[src/gdr_pkg.sv]
package gdr_pkg;

  localparam logic [19:0] DIST_MAX = 20'hFFFFF;
  localparam logic [12:0] FRAC_ONE = 13'd4096;
  localparam int          DIV_BITS = 27;

  typedef enum logic [7:0] {
    S_IDLE  = 8'b0000_0001,
    S_DIVX  = 8'b0000_0010,
    S_DIVY  = 8'b0000_0100,
    S_INITX = 8'b0000_1000,
    S_INITY = 8'b0001_0000,
    S_STEP  = 8'b0010_0000,
    S_CRX   = 8'b0100_0000,
    S_CRY   = 8'b1000_0000
  } gdr_state_t;

  typedef struct packed {
    logic        done;
    logic [19:0] quo;
  } gdr_div_res_t;

  localparam logic [1:0] ST_NORMAL = 2'd0;
  localparam logic [1:0] ST_LEFT   = 2'd1;
  localparam logic [1:0] ST_LIMIT  = 2'd2;

endpackage

[src/gdr_recip.sv]
module gdr_recip (
  input  logic                  clk,
  input  logic                  rst_n,
  input  logic                  go,
  input  logic [15:0]           divisor,
  output gdr_pkg::gdr_div_res_t res
);

  logic                          busy_r;
  logic [4:0]                    cnt_r;
  logic [15:0]                   rem_r;
  logic [gdr_pkg::DIV_BITS-1:0]  quo_r;
  logic [15:0]                   dvs_r;
  logic                          done_r;
  logic [16:0]                   trial;
  logic                          ge;

  // restoring division of 2^26 by divisor, one quotient bit per cycle
  assign trial = {rem_r, (cnt_r == 5'(gdr_pkg::DIV_BITS - 1))};
  assign ge    = trial >= {1'b0, dvs_r};

  always_ff @(posedge clk) begin
    if (!rst_n) begin
      busy_r <= 1'b0;
      done_r <= 1'b0;
      cnt_r  <= '0;
    end else begin
      done_r <= 1'b0;
      if (go) begin
        busy_r <= 1'b1;
        cnt_r  <= 5'(gdr_pkg::DIV_BITS - 1);
        rem_r  <= '0;
        dvs_r  <= divisor;
      end else if (busy_r) begin
        rem_r <= ge ? 16'(trial - {1'b0, dvs_r}) : trial[15:0];
        quo_r <= {quo_r[gdr_pkg::DIV_BITS-2:0], ge};
        cnt_r <= cnt_r - 5'd1;
        if (cnt_r == 5'd0) begin
          busy_r <= 1'b0;
          done_r <= 1'b1;
        end
      end
    end
  end

  // a zero divisor yields all ones and saturates
  assign res.done = done_r;
  assign res.quo  = (quo_r[gdr_pkg::DIV_BITS-1:20] != '0) ? gdr_pkg::DIST_MAX : quo_r[19:0];

endmodule

[src/grid_dda_ray_caster_core.sv]
// grid dda ray caster: a map write leaves busy low
// a ray that starts inside the map first runs two reciprocals in one shared bit-serial
// divider and two side-distance multiplies, then each crossing goes through the single
// shared multiplier; one beat is strobed per crossing
// throughput: one ray at a time, next start taken once busy drops
// synchronous active-low reset clears the sequencer, then a pass over all 256 cells clears the wall map
module grid_dda_ray_caster_core #(
  parameter int MAP_COLS  = 16,
  parameter int MAP_ROWS  = 16,
  parameter int MAX_STEPS = 64
) (
  input  logic               clk,
  input  logic               rst_n,
  input  logic               start,
  output logic               busy,
  input  logic               in_mode,
  input  logic [3:0]         in_cell_col,
  input  logic [3:0]         in_cell_row,
  input  logic               in_cell_wall,
  input  logic [15:0]        in_pos_x,
  input  logic [15:0]        in_pos_y,
  input  logic signed [15:0] in_dir_x,
  input  logic signed [15:0] in_dir_y,
  output logic               out_valid,
  output logic [15:0]        out_cross_x,
  output logic [15:0]        out_cross_y,
  output logic               out_side,
  output logic [19:0]        out_distance,
  output logic [3:0]         out_entered_col,
  output logic [3:0]         out_entered_row,
  output logic [1:0]         out_status,
  output logic               out_last
);

  localparam int SW   = $clog2(MAX_STEPS);
  // upper clamp of a crossing coordinate, Q4.12
  localparam int UP_X = ((MAP_COLS * 4096 > 65536) ? 65536 : MAP_COLS * 4096) - 1;
  localparam int UP_Y = ((MAP_ROWS * 4096 > 65536) ? 65536 : MAP_ROWS * 4096) - 1;

  gdr_pkg::gdr_state_t state_r, state_nxt;

  // ray registers
  logic [15:0]        px_r, py_r;
  logic signed [15:0] dx_r, dy_r;
  logic [19:0]        dlx_r, dly_r;
  logic [19:0]        sx_r, sy_r;
  logic [19:0]        t_r;
  logic signed [7:0]  col_r, row_r;
  logic               side_r;
  logic [SW-1:0]      cnt_r;
  logic [15:0]        cx_r;

  // wall bitmap, only the 16x16 cells the write port can reach
  logic               wall_r [256];
  logic               wall_rd_r;

  // clearing pass over the bitmap after reset
  logic               clr_act_r;
  logic [7:0]         clr_cnt_r;

  // shared reciprocal unit
  logic                  div_go;
  logic [15:0]           div_dvs;
  gdr_pkg::gdr_div_res_t div_res;

  logic        accept;
  logic        start_in_map;
  logic [16:0] abs_x, abs_y;
  logic [12:0] fx, fy;

  assign accept       = start && !busy;
  assign busy         = (state_r != gdr_pkg::S_IDLE) || clr_act_r;
  assign start_in_map = (32'(in_pos_x[15:12]) < MAP_COLS) && (32'(in_pos_y[15:12]) < MAP_ROWS);
  assign abs_x        = dx_r[15] ? 17'(-{dx_r[15], dx_r}) : {1'b0, dx_r};
  assign abs_y        = dy_r[15] ? 17'(-{dy_r[15], dy_r}) : {1'b0, dy_r};

  // distance to the first grid line along each axis, Q1.12
  assign fx = (dx_r > 0) ? 13'(gdr_pkg::FRAC_ONE - {1'b0, px_r[11:0]}) : {1'b0, px_r[11:0]};
  assign fy = (dy_r > 0) ? 13'(gdr_pkg::FRAC_ONE - {1'b0, py_r[11:0]}) : {1'b0, py_r[11:0]};

  // divider launches: x right after accept, y when x finishes
  always_comb begin
    div_go  = 1'b0;
    div_dvs = abs_x[15:0];
    case (state_r)
      gdr_pkg::S_DIVX: begin
        div_go  = div_res.done;
        div_dvs = abs_y[15:0];
      end
      default: ;
    endcase
  end

  // the x reciprocal starts on the cycle after accept
  logic div_kick_r;
  always_ff @(posedge clk) begin
    if (!rst_n) begin
      div_kick_r <= 1'b0;
    end else begin
      div_kick_r <= accept && in_mode && start_in_map;
    end
  end

  logic [15:0] div_dvs_mux;
  logic        div_go_mux;
  assign div_go_mux  = div_go || div_kick_r;
  assign div_dvs_mux = div_kick_r ? abs_x[15:0] : div_dvs;

  gdr_recip u_recip (
    .clk     (clk),
    .rst_n   (rst_n),
    .go      (div_go_mux),
    .divisor (div_dvs_mux),
    .res     (div_res)
  );

  // single shared multiplier
  logic signed [16:0] mul_a;
  logic signed [20:0] mul_b;
  logic signed [37:0] mul_p;

  always_comb begin
    case (state_r)
      gdr_pkg::S_INITX: begin
        mul_a = {4'b0, fx};
        mul_b = {1'b0, dlx_r};
      end
      gdr_pkg::S_INITY: begin
        mul_a = {4'b0, fy};
        mul_b = {1'b0, dly_r};
      end
      gdr_pkg::S_CRX: begin
        mul_a = {dx_r[15], dx_r};
        mul_b = {1'b0, t_r};
      end
      default: begin
        mul_a = {dy_r[15], dy_r};
        mul_b = {1'b0, t_r};
      end
    endcase
    mul_p = mul_a * mul_b;
  end

  // side distance from product, floor >> 12, saturated
  logic [19:0] init_sd;
  assign init_sd = (mul_p[37:32] != '0) ? gdr_pkg::DIST_MAX : mul_p[31:12];

  // crossing point: pos + floor(dir*t / 2^14), clamped
  logic signed [25:0] cross_v;
  logic [15:0]        cross_pos;
  logic [15:0]        cross_clamped;

  assign cross_pos = (state_r == gdr_pkg::S_CRX) ? px_r : py_r;
  assign cross_v   = $signed({10'b0, cross_pos}) + 26'(mul_p >>> 14);

  always_comb begin
    logic signed [25:0] up;
    up = (state_r == gdr_pkg::S_CRX) ? 26'(UP_X) : 26'(UP_Y);
    if (cross_v < 0) begin
      cross_clamped = '0;
    end else if (cross_v > up) begin
      cross_clamped = up[15:0];
    end else begin
      cross_clamped = cross_v[15:0];
    end
  end

  // dda step: take the smaller side distance
  logic        take_x;
  logic [20:0] sum_x, sum_y;
  assign take_x = sx_r < sy_r;
  assign sum_x  = {1'b0, sx_r} + {1'b0, dlx_r};
  assign sum_y  = {1'b0, sy_r} + {1'b0, dly_r};

  // classification of the entered cell
  logic cell_in_map, cell_wall, step_last;
  logic [1:0] step_status;
  assign cell_in_map = (col_r >= 0) && (32'(col_r) < MAP_COLS) &&
                       (row_r >= 0) && (32'(row_r) < MAP_ROWS);
  assign cell_wall   = cell_in_map && (col_r < 8'sd16) && (row_r < 8'sd16) && wall_rd_r;

  always_comb begin
    step_status = gdr_pkg::ST_NORMAL;
    step_last   = 1'b0;
    if (!cell_in_map) begin
      step_status = gdr_pkg::ST_LEFT;
      step_last   = 1'b1;
    end else if (cell_wall) begin
      step_last   = 1'b1;
    end else if (cnt_r == SW'(MAX_STEPS - 1)) begin
      step_status = gdr_pkg::ST_LIMIT;
      step_last   = 1'b1;
    end
  end

  // entered cell clamped into the map
  logic [3:0] col_clamp, row_clamp;
  always_comb begin
    if (col_r < 0) begin
      col_clamp = '0;
    end else if (32'(col_r) >= MAP_COLS) begin
      col_clamp = 4'(MAP_COLS - 1);
    end else begin
      col_clamp = col_r[3:0];
    end
    if (row_r < 0) begin
      row_clamp = '0;
    end else if (32'(row_r) >= MAP_ROWS) begin
      row_clamp = 4'(MAP_ROWS - 1);
    end else begin
      row_clamp = row_r[3:0];
    end
  end

  // sequencer
  always_comb begin
    state_nxt = state_r;
    case (state_r)
      gdr_pkg::S_IDLE: begin
        if (accept && in_mode) begin
          state_nxt = start_in_map ? gdr_pkg::S_DIVX : gdr_pkg::S_CRX;
        end
      end
      gdr_pkg::S_DIVX:  if (div_res.done) state_nxt = gdr_pkg::S_DIVY;
      gdr_pkg::S_DIVY:  if (div_res.done) state_nxt = gdr_pkg::S_INITX;
      gdr_pkg::S_INITX: state_nxt = gdr_pkg::S_INITY;
      gdr_pkg::S_INITY: state_nxt = gdr_pkg::S_STEP;
      gdr_pkg::S_STEP:  state_nxt = gdr_pkg::S_CRX;
      gdr_pkg::S_CRX:   state_nxt = gdr_pkg::S_CRY;
      gdr_pkg::S_CRY:   state_nxt = step_last ? gdr_pkg::S_IDLE : gdr_pkg::S_STEP;
      default:          state_nxt = gdr_pkg::S_IDLE;
    endcase
  end

  always_ff @(posedge clk) begin
    if (!rst_n) begin
      state_r   <= gdr_pkg::S_IDLE;
      out_valid <= 1'b0;
    end else begin
      state_r   <= state_nxt;
      out_valid <= (state_r == gdr_pkg::S_CRY);
    end
  end

  always_ff @(posedge clk) begin
    case (state_r)
      gdr_pkg::S_IDLE: begin
        if (accept) begin
          px_r   <= in_pos_x;
          py_r   <= in_pos_y;
          dx_r   <= in_dir_x;
          dy_r   <= in_dir_y;
          col_r  <= {4'b0, in_pos_x[15:12]};
          row_r  <= {4'b0, in_pos_y[15:12]};
          t_r    <= '0;
          side_r <= 1'b0;
          cnt_r  <= '0;
        end
      end
      gdr_pkg::S_DIVX: if (div_res.done) dlx_r <= div_res.quo;
      gdr_pkg::S_DIVY: if (div_res.done) dly_r <= div_res.quo;
      gdr_pkg::S_INITX: sx_r <= init_sd;
      gdr_pkg::S_INITY: sy_r <= init_sd;
      gdr_pkg::S_STEP: begin
        if (take_x) begin
          t_r    <= sx_r;
          sx_r   <= sum_x[20] ? gdr_pkg::DIST_MAX : sum_x[19:0];
          col_r  <= (dx_r > 0) ? col_r + 8'sd1 : col_r - 8'sd1;
          side_r <= 1'b0;
        end else begin
          t_r    <= sy_r;
          sy_r   <= sum_y[20] ? gdr_pkg::DIST_MAX : sum_y[19:0];
          row_r  <= (dy_r > 0) ? row_r + 8'sd1 : row_r - 8'sd1;
          side_r <= 1'b1;
        end
      end
      gdr_pkg::S_CRX: cx_r <= cross_clamped;
      gdr_pkg::S_CRY: begin
        out_cross_x     <= cx_r;
        out_cross_y     <= cross_clamped;
        out_side        <= side_r;
        out_distance    <= t_r;
        out_entered_col <= col_clamp;
        out_entered_row <= row_clamp;
        out_status      <= step_status;
        out_last        <= step_last;
        cnt_r           <= cnt_r + SW'(1);
      end
      default: ;
    endcase
  end

  // one cell cleared per cycle after reset, busy held high meanwhile
  always_ff @(posedge clk) begin
    if (!rst_n) begin
      clr_act_r <= 1'b1;
      clr_cnt_r <= '0;
    end else if (clr_act_r) begin
      clr_cnt_r <= clr_cnt_r + 8'd1;
      if (clr_cnt_r == 8'hFF) begin
        clr_act_r <= 1'b0;
      end
    end
  end

  // wall map: write on mode-0 beats, registered read of the entered cell
  always_ff @(posedge clk) begin
    if (clr_act_r) begin
      wall_r[clr_cnt_r] <= 1'b0;
    end else if (accept && !in_mode &&
                 (32'(in_cell_col) < MAP_COLS) && (32'(in_cell_row) < MAP_ROWS)) begin
      wall_r[{in_cell_row, in_cell_col}] <= in_cell_wall;
    end
  end

  always_ff @(posedge clk) begin
    wall_rd_r <= wall_r[{row_r[3:0], col_r[3:0]}];
  end

  // a final beat always leaves the block idle
  assert property (@(posedge clk) disable iff (!rst_n)
    out_valid && out_last |-> !busy)
    else $error("last beat while still busy");

  // a beat that is not final keeps the ray walking
  assert property (@(posedge clk) disable iff (!rst_n)
    out_valid && !out_last |-> busy)
    else $error("ray stopped without a final beat");

  // a ray start raises busy
  assert property (@(posedge clk) disable iff (!rst_n)
    start && !busy && in_mode |=> busy)
    else $error("ray accepted but not busy");

  // leaving the map or hitting the limit ends the ray
  assert property (@(posedge clk) disable iff (!rst_n)
    out_valid && (out_status != gdr_pkg::ST_NORMAL) |-> out_last)
    else $error("abnormal status on a non-final beat");

endmodule

[config.mk]
export PLATFORM = sky130hd
export DESIGN_NAME = grid_dda_ray_caster_core
export DESIGN_NICKNAME = d
export VERILOG_FILES = /design/src/gdr_pkg.sv /design/src/gdr_recip.sv /design/src/grid_dda_ray_caster_core.sv
export SDC_FILE = /design/constraint.sdc
export NUM_CORES = 2
export LEC_CHECK = 0
export BUFFER_PORTS_ARGS = -buffer_cell sky130_fd_sc_hd__buf_2
export CORE_UTILIZATION = 60
export DETAILED_ROUTE_END_ITERATION = 7
export PLACE_DENSITY = 0.78
export REMOVE_ABC_BUFFERS = 1
export SLEW_MARGIN = 0
export SYNTH_ARGS = -nofsm -noshare
export SYNTH_HDL_FRONTEND = slang
export SYNTH_SLANG_ARGS = --single-unit
[constraint.sdc]
create_clock -name clk -period 15.2 [get_ports clk]
set_clock_uncertainty 0.1 [all_clocks]
set_input_delay 2.28 -clock clk [delete_from_list [all_inputs] [get_ports clk]]
set_output_delay 2.28 -clock clk [all_outputs]
set_load 0.02 [all_outputs]
## Word level (Yosys, flattened, before mapping)

Memories as Yosys holds them, arrays and structs flattened. A register that Yosys moved wholly into a read port is not among the register bits.
Index checks and enable logic that the tools add are counted.
Widths: inputs -> output; s select.

| word-level totals | value |
|---|---|
| bits in writable memories | 256 |
| register bits after elaboration | 352 |
| bits of input ports | 77 |
| word-level logic and storage cells | 194 |
| memories | 1 |
| output and inout port bits | 66 |

| operators by class | value |
|---|---|
| magnitude comparators | 16 |
| bitwise logic cells | 4 |
| add/subtract/negate cells | 15 |
| equal/unequal tests | 18 |
| muxes and demuxes | 66 |
| reductions and logical operators | 38 |
| multipliers | 1 |

Memories:

| memory | depth | bits a word | read ports | clocked after memory_dff | wr ports | line | text |
|---|---|---|---|---|---|---|---|
| wall_r | 256 | 1 | 1 | 1 | 1 | grid_dda_ray_caster_core.sv:54 | `logic wall_r [256];` |

Operator list:

| operator | number |
|---|---|
| $mux 20 | 8 |
| $pmux 20 s2 | 4 |
| $mux 16 | 9 |
| $mux 8 | 10 |
| $pmux 8 s8 | 1 |
| $pmux 17 s3 | 1 |
| $add 20x20->21 | 2 |
| $mul 17x21->38 | 1 |
| $gt 16x1->1 const B | 2 |
| $lt 8x6->1 const B | 4 |
| $neg 16->16 | 2 |
| $pmux 8 s2 | 2 |
| $mux 13 | 2 |
| $sub 13x12->13 const A | 2 |
| $add 17x24->25 | 1 |
| $gt 25x17->1 const B | 1 |
| $lt 25x1->1 const B | 1 |
| $lt 20x20->1 | 1 |
| $mux 1 | 20 |
| $reduce_and 2->1 | 9 |
| $ge 17x16->1 | 1 |
| $add 8x2->8 const B | 2 |
| $eq 8x8->1 const B | 2 |
| $ge 8x1->1 const B | 2 |
| other kinds (37) | 68 |

## Depth between registers and ports, before layout

| depth | value |
|---|---|
| depth after elaboration | 11 |
| depth in mapped cells | 48 |
| mapped depth without buffers | 46 |

## Hierarchy

From an unflattened synthesis, not the netlist that was laid out.

| second synthesis, totals | value |
|---|---|
| cell total of the unflattened synthesis | 3904 |
| area, all modules | 42032.8 um^2 |

Modules (own cells, without submodules):

| module | area an instance (um^2) | cells each | times used | sequential area each (um^2) |
|---|---|---|---|---|
| grid_dda_ray_caster_core | 38649.6 | 3628 | 1 | 16105.4 |
| gdr_recip | 3383.2 | 276 | 1 | 1911.8 |

## Worst setup path after synthesis

No wires, ideal clock.

| path | value |
|---|---|
| kind | register to register |
| start | reg dx_r[1] |
| end | reg cx_r[4], data pin |
| period minus slack after synthesis | 10709 ps |
| setup slack | 4491 ps |
| setup time | 281 ps |
| stages on the path, launching flop included | 44 |
| data arrival time | 10328 ps |
| required time | 14819 ps |
| buffers on the path | 2 |
| cell sequence | edfxtp_1 -> inv_1 -> ha_1 -> or4b_2 -> nor4_2 -> nor2_1 -> clkbuf_1 -> nand2_1 -> xor2_1 -> o21ai_0 -> a221oi_1 -> nor2_1 -> fa_1 -> inv_1 -> fa_1 -> fa_1 -> inv_1 -> fa_1 -> [8 not listed] -> a21oi_1 -> o31ai_1 -> xor2_1 -> ha_1 -> and3_1 -> o311a_1 -> a2111oi_0 -> a21oi_1 -> a31oi_1 -> o21ai_0 -> a21oi_1 -> or2_2 -> nand3_1 -> mux2_1 -> a21oi_1 -> o2bb2ai_2 -> buf_6 -> a21oi_1 |

| on the way | value |
|---|---|
| cells in the longest elaborated chain, start to end | 8 |

Ends and longest elaborated chain:

| element | line | text |
|---|---|---|
| start, declared | grid_dda_ray_caster_core.sv:44 | `logic signed [15:0] dx_r, dy_r;` |
| start signal, assigned | grid_dda_ray_caster_core.sv:251 | `dx_r <= in_dir_x;` |
| $gt 16x1->1 | grid_dda_ray_caster_core.sv:78 | `assign fx = (dx_r > 0) ? 13'(gdr_pkg::FRAC_ONE - {1'b0, px_r[11:0]}) : {1'b0, px_r[11:0]};` |
| $mux 13 | grid_dda_ray_caster_core.sv:78 |  |
| $pmux 17 s3 * | grid_dda_ray_caster_core.sv:123 | `case (state_r)` |
| $mul 17x21->38 * | grid_dda_ray_caster_core.sv:141 | `mul_p = mul_a * mul_b;` |
| $add 17x24->25 * | grid_dda_ray_caster_core.sv:154 | `assign cross_v = $signed({10'b0, cross_pos}) + 26'(mul_p >>> 14);` |
| $gt 25x17->1 | grid_dda_ray_caster_core.sv:161 | `end else if (cross_v > up) begin` |
| $mux 16 | grid_dda_ray_caster_core.sv:161 |  |
| $mux 16 * | grid_dda_ray_caster_core.sv:159 | `if (cross_v < 0) begin` |
| via cross_clamped[4] | grid_dda_ray_caster_core.sv:151 | `logic [15:0] cross_clamped;` |
| end signal, assigned | grid_dda_ray_caster_core.sv:277 | `gdr_pkg::S_CRX: cx_r <= cross_clamped;` |
| end, declared | grid_dda_ray_caster_core.sv:51 | `logic [15:0] cx_r;` |

Mark *: on every way through the listed nets, which the timed path passes. The rest lies on a longest branch.
A chain may end at the register's enable or synchronous reset.

## Worst setup path after layout

| path | value |
|---|---|
| start | reg state_r[1] |
| end | reg out_cross_y[6], data pin |

| on the way | value |
|---|---|
| cells in the longest elaborated chain, start to end | 7 |

Ends and longest elaborated chain:

| element | line | text |
|---|---|---|
| start, declared | grid_dda_ray_caster_core.sv:40 | `gdr_pkg::gdr_state_t state_r, state_nxt;` |
| start signal, assigned | grid_dda_ray_caster_core.sv:237 | `state_r <= gdr_pkg::S_IDLE;` |
| start signal, assigned | grid_dda_ray_caster_core.sv:240 | `state_r <= state_nxt;` |
| $eq 8x7->1 (tied with other cells) | grid_dda_ray_caster_core.sv:123, grid_dda_ray_caster_core.sv:153 |  |
| $pmux 17 s3 / $pmux 20 s2 (equally long branches) | grid_dda_ray_caster_core.sv:123 |  |
| $mul 17x21->38 | grid_dda_ray_caster_core.sv:141 |  |
| $add 17x24->25 * | grid_dda_ray_caster_core.sv:154 |  |
| $gt 25x17->1 | grid_dda_ray_caster_core.sv:161 |  |
| $mux 16 | grid_dda_ray_caster_core.sv:161 |  |
| $mux 16 * | grid_dda_ray_caster_core.sv:159 |  |
| via cross_clamped[6] | grid_dda_ray_caster_core.sv:151 |  |
| end signal, assigned | grid_dda_ray_caster_core.sv:280 | `out_cross_y <= cross_clamped;` |
| end, declared | grid_dda_ray_caster_core.sv:26 | `output logic [15:0] out_cross_y,` |

Marks and branches as above.

==> impl_results.md <==
- Worst hold path class: reg2reg
- CTS H-tree depth: 2
- Cts hold-fix bufs: 0
- Gate Count Post-Synth: 3735
- Post-DP HPWL: 78400 um
- Worst EP required: 15.43 ns
- Fraction of registers with async set/reset: 0%
- Post-synth top area share: 42.4%
- Largest net degree at the start of global routing: 111
- All-layer global routing usage: 31.7%
- Critical-path top delay cell: a2111oi_0
- Clock root cell: clkbuf_16
- Area growth syn-to-layout: 8.67%
- Crit-path max cell delay: 1.01 ns
- Critical Path Sink Type: flip-flop
- Chip height: 264 um
- Pre-antenna DRT Iters: 5
- Antenna cell count: 0
- Vias: 29242
- Startpoint Class: flip-flop
- Worst-path clk slew: 0.06 ns
- Number of port buffers: 142
- WL/cell: 22.9 um
- Fill cells: 5068
- Fin. Hold Viols: 0
- Share of layout cells above drive strength 1: 11.3%
- Skew-Pair Late Insertion Delay: 0.65 ns
- PwrDens: 74.7 nW/um^2
- Post-cts sizing count: 0
- Die X: 264 um
- # rows: 95
- Drt total wl: 109000 um
- Critical path launch point: state_r[1]
- Post-route cell area: 44700 sq um
- Crit path DAT: 13.52 ns
- Rel. slew slack: 8.83%
- CTS sink count: 609
- Post-DR vias/cell: 6.16
- Initial antenna violation count: 1
- Crit path max fanout: 21
- Layout Nets: 4421
- Die Footprint: 69700 sq um
- Number of synthesized flops with an enable pin: 582
- Max-slew violation count: 0
- Top cell type by total area after synthesis: edfxtp_1
- GR Util met1: 41.4%
- RSZ-0062 raised after global routing: no
- Worst slew pin tran: 1.37 ns
- Ys Warns: 0
- Sequential element share of the synthesized area: 43.8%
- Syn_area_per_cell: 11.0 sq um
- Count of boundary I/O pins: 143
- GR Util met3: 6.01%
- Worst vdd ir: 112 uV
- CP dominant cell by count: fa_1
- Maximum clock rate: 0.0752 GHz
- Synth Cell Area: 41200 sq um
- Max Cap Viol: 0
- Placed cell areas: 42800 sq um
- Final setup viols: 0
- Final ANT Viol Nets: 0
- Power Total: 3.34 mW
- Unique cell type count in the Yosys netlist: 89
- FF-to-FF Start: state_r[1]
- Top_reg_cell synth: edfxtp_1
- 1st-iter DRT viols: 3078
- Post-CTS setup buffers: 0
- Num CTS Buffers: 61
- Top cells by area, synth: edfxtp_1 (42%), fa_1 (13%), ha_1 (7.3%)
- Crit share post-route: 87.4%
- Gpl congestion: 0.969
- LEAKAGE: 18.8 nW
- Minimum clock period: 13.29 ns
- Crit Path Category: reg2reg
- Synth Register Bits: 609
- Gr busiest metal: met2
- Hold Startpoint: cx_r[1]
- Vias in the first global route: 29511
- CTS tree: built
- First-pass GRT wire length: 169000 um
- Clock tree buffer depth: 3
- Outcome: finished, final reports clean
- GR Util met2: 52.4%
- Core area: 67500 sq um
- Final core utilization: 66.3%
- Total negative slack: 0 ns
- Initial core utilization: 61.0%
- Remaining Overflow, GRT: 0
- DRC: 0
==> metal layers <==
metal,vias up,part of all wire (%)
li1,13096,-
met1,14369,38
met2,1509,48
met3,268,9.6
met4,0,4.1
met5,-,0
==> layout by cell type, fill, tap and decap left out, types with 65 or more instances in the layout <==
master / netlist / final
nand2_1: 312 / 312
inv_1: 405 / 403
xor2_1: 65 / 65
ha_1: 240 / 240
o21ai_0: 96 / 94
xnor2_1: 87 / 87
a21oi_1: 131 / 130
nor2_1: 583 / 579
mux2i_1: 67 / 67
edfxtp_1: 582 / 582
buf_2: 3 / 142
fa_1: 274 / 274
==> state kept, by name, indices dropped and copies added (netlist names), 16 cells and up <==
register       cells
u_recip.dvs_r     16
wall_r           256
dx_r              16
px_r              16
t_r               20
py_r              16
u_recip.quo_r     27
u_recip.rem_r     16
dy_r              16
dly_r             20
sx_r              20
out_cross_y       16
out_cross_x       16
dlx_r             20
out_distance      20
sy_r              20
cx_r              16
==> path summary, 6_finish.rpt <==
check,endpoint,slack [ns],depth (start not counted)
max reg2reg,out_cross_y[6],1.91,39
min reg2reg,out_cross_x[1],0.32,0
min,out_cross_x[1],0.32,0
max,out_cross_y[6],1.91,39
==> power by group <==
group | leakage, nW | internal (mW) | switching, mW
Sequential | 6.08 | 1.82 | 0.00492
Combinational | 11.8 | 0.0195 | 0.0416
Clock | 0.920 | 0.809 | 0.650
Total | 18.8 | 2.64 | 0.696
==> worst max-delay path: cells and delay by family, from the launching register on <==
kind,cells,cell delay (ns)
multiplexers,1,0.30
adder cells (fa/ha/maj),8,3.82
flip-flops,1,0.39
XOR/XNOR,1,0.31
AO/OA/AOI/OAI,14,4.34
AND/OR/NAND/NOR,11,3.21
buffers and inverters,4,0.49
==> metrics by stage <==
stage,setup WS [ns],std cells,hold slack [ns]
floorplan,1.69,3571,0.300
global placement,2.58,4640,0.301
detailed placement,2.14,4640,0.305
CTS,2.10,4750,0.319
global route,1.10,4750,0.327
finish,1.91,4750,0.318
==> cell type report <==
type / instances / area (sq um) / share of cell area [%]
well taps: 873 / 1090 / 2.44
clock buffers: 74 / 1620 / 3.61
clock inverters: 36 / 315 / 0.705
flip-flops and latches: 609 / 18000 / 40.3
inverters: 407 / 1530 / 3.42
multi-input cells: 2555 / 21100 / 47.1
repair buffers: 196 / 1120 / 2.49
==> cell families (layout without fill, tap and decap cells) <==
family	after synthesis	after routing	share of synthesized area (%)
XOR/XNOR	153	153	3.27
buffers and inverters	571	713	5.27
AND/OR/NAND/NOR	1218	1218	13.1
adder cells (fa/ha/maj)	514	514	20.6
AO/OA/AOI/OAI	523	523	8.58
multiplexers	147	147	5.35
flip-flops	609	609	43.8
==> Yosys cell counts (65+ instances only) <==
master	number
inv_1	405
mux2i_1	67
clkbuf_1	151
ha_1	240
a21oi_1	131
xnor2_1	87
o21ai_0	96
nor2_1	583
nand2_1	312
xor2_1	65
edfxtp_1	582
fa_1	274
Note: power is estimated with default switching activity, not from simulation.
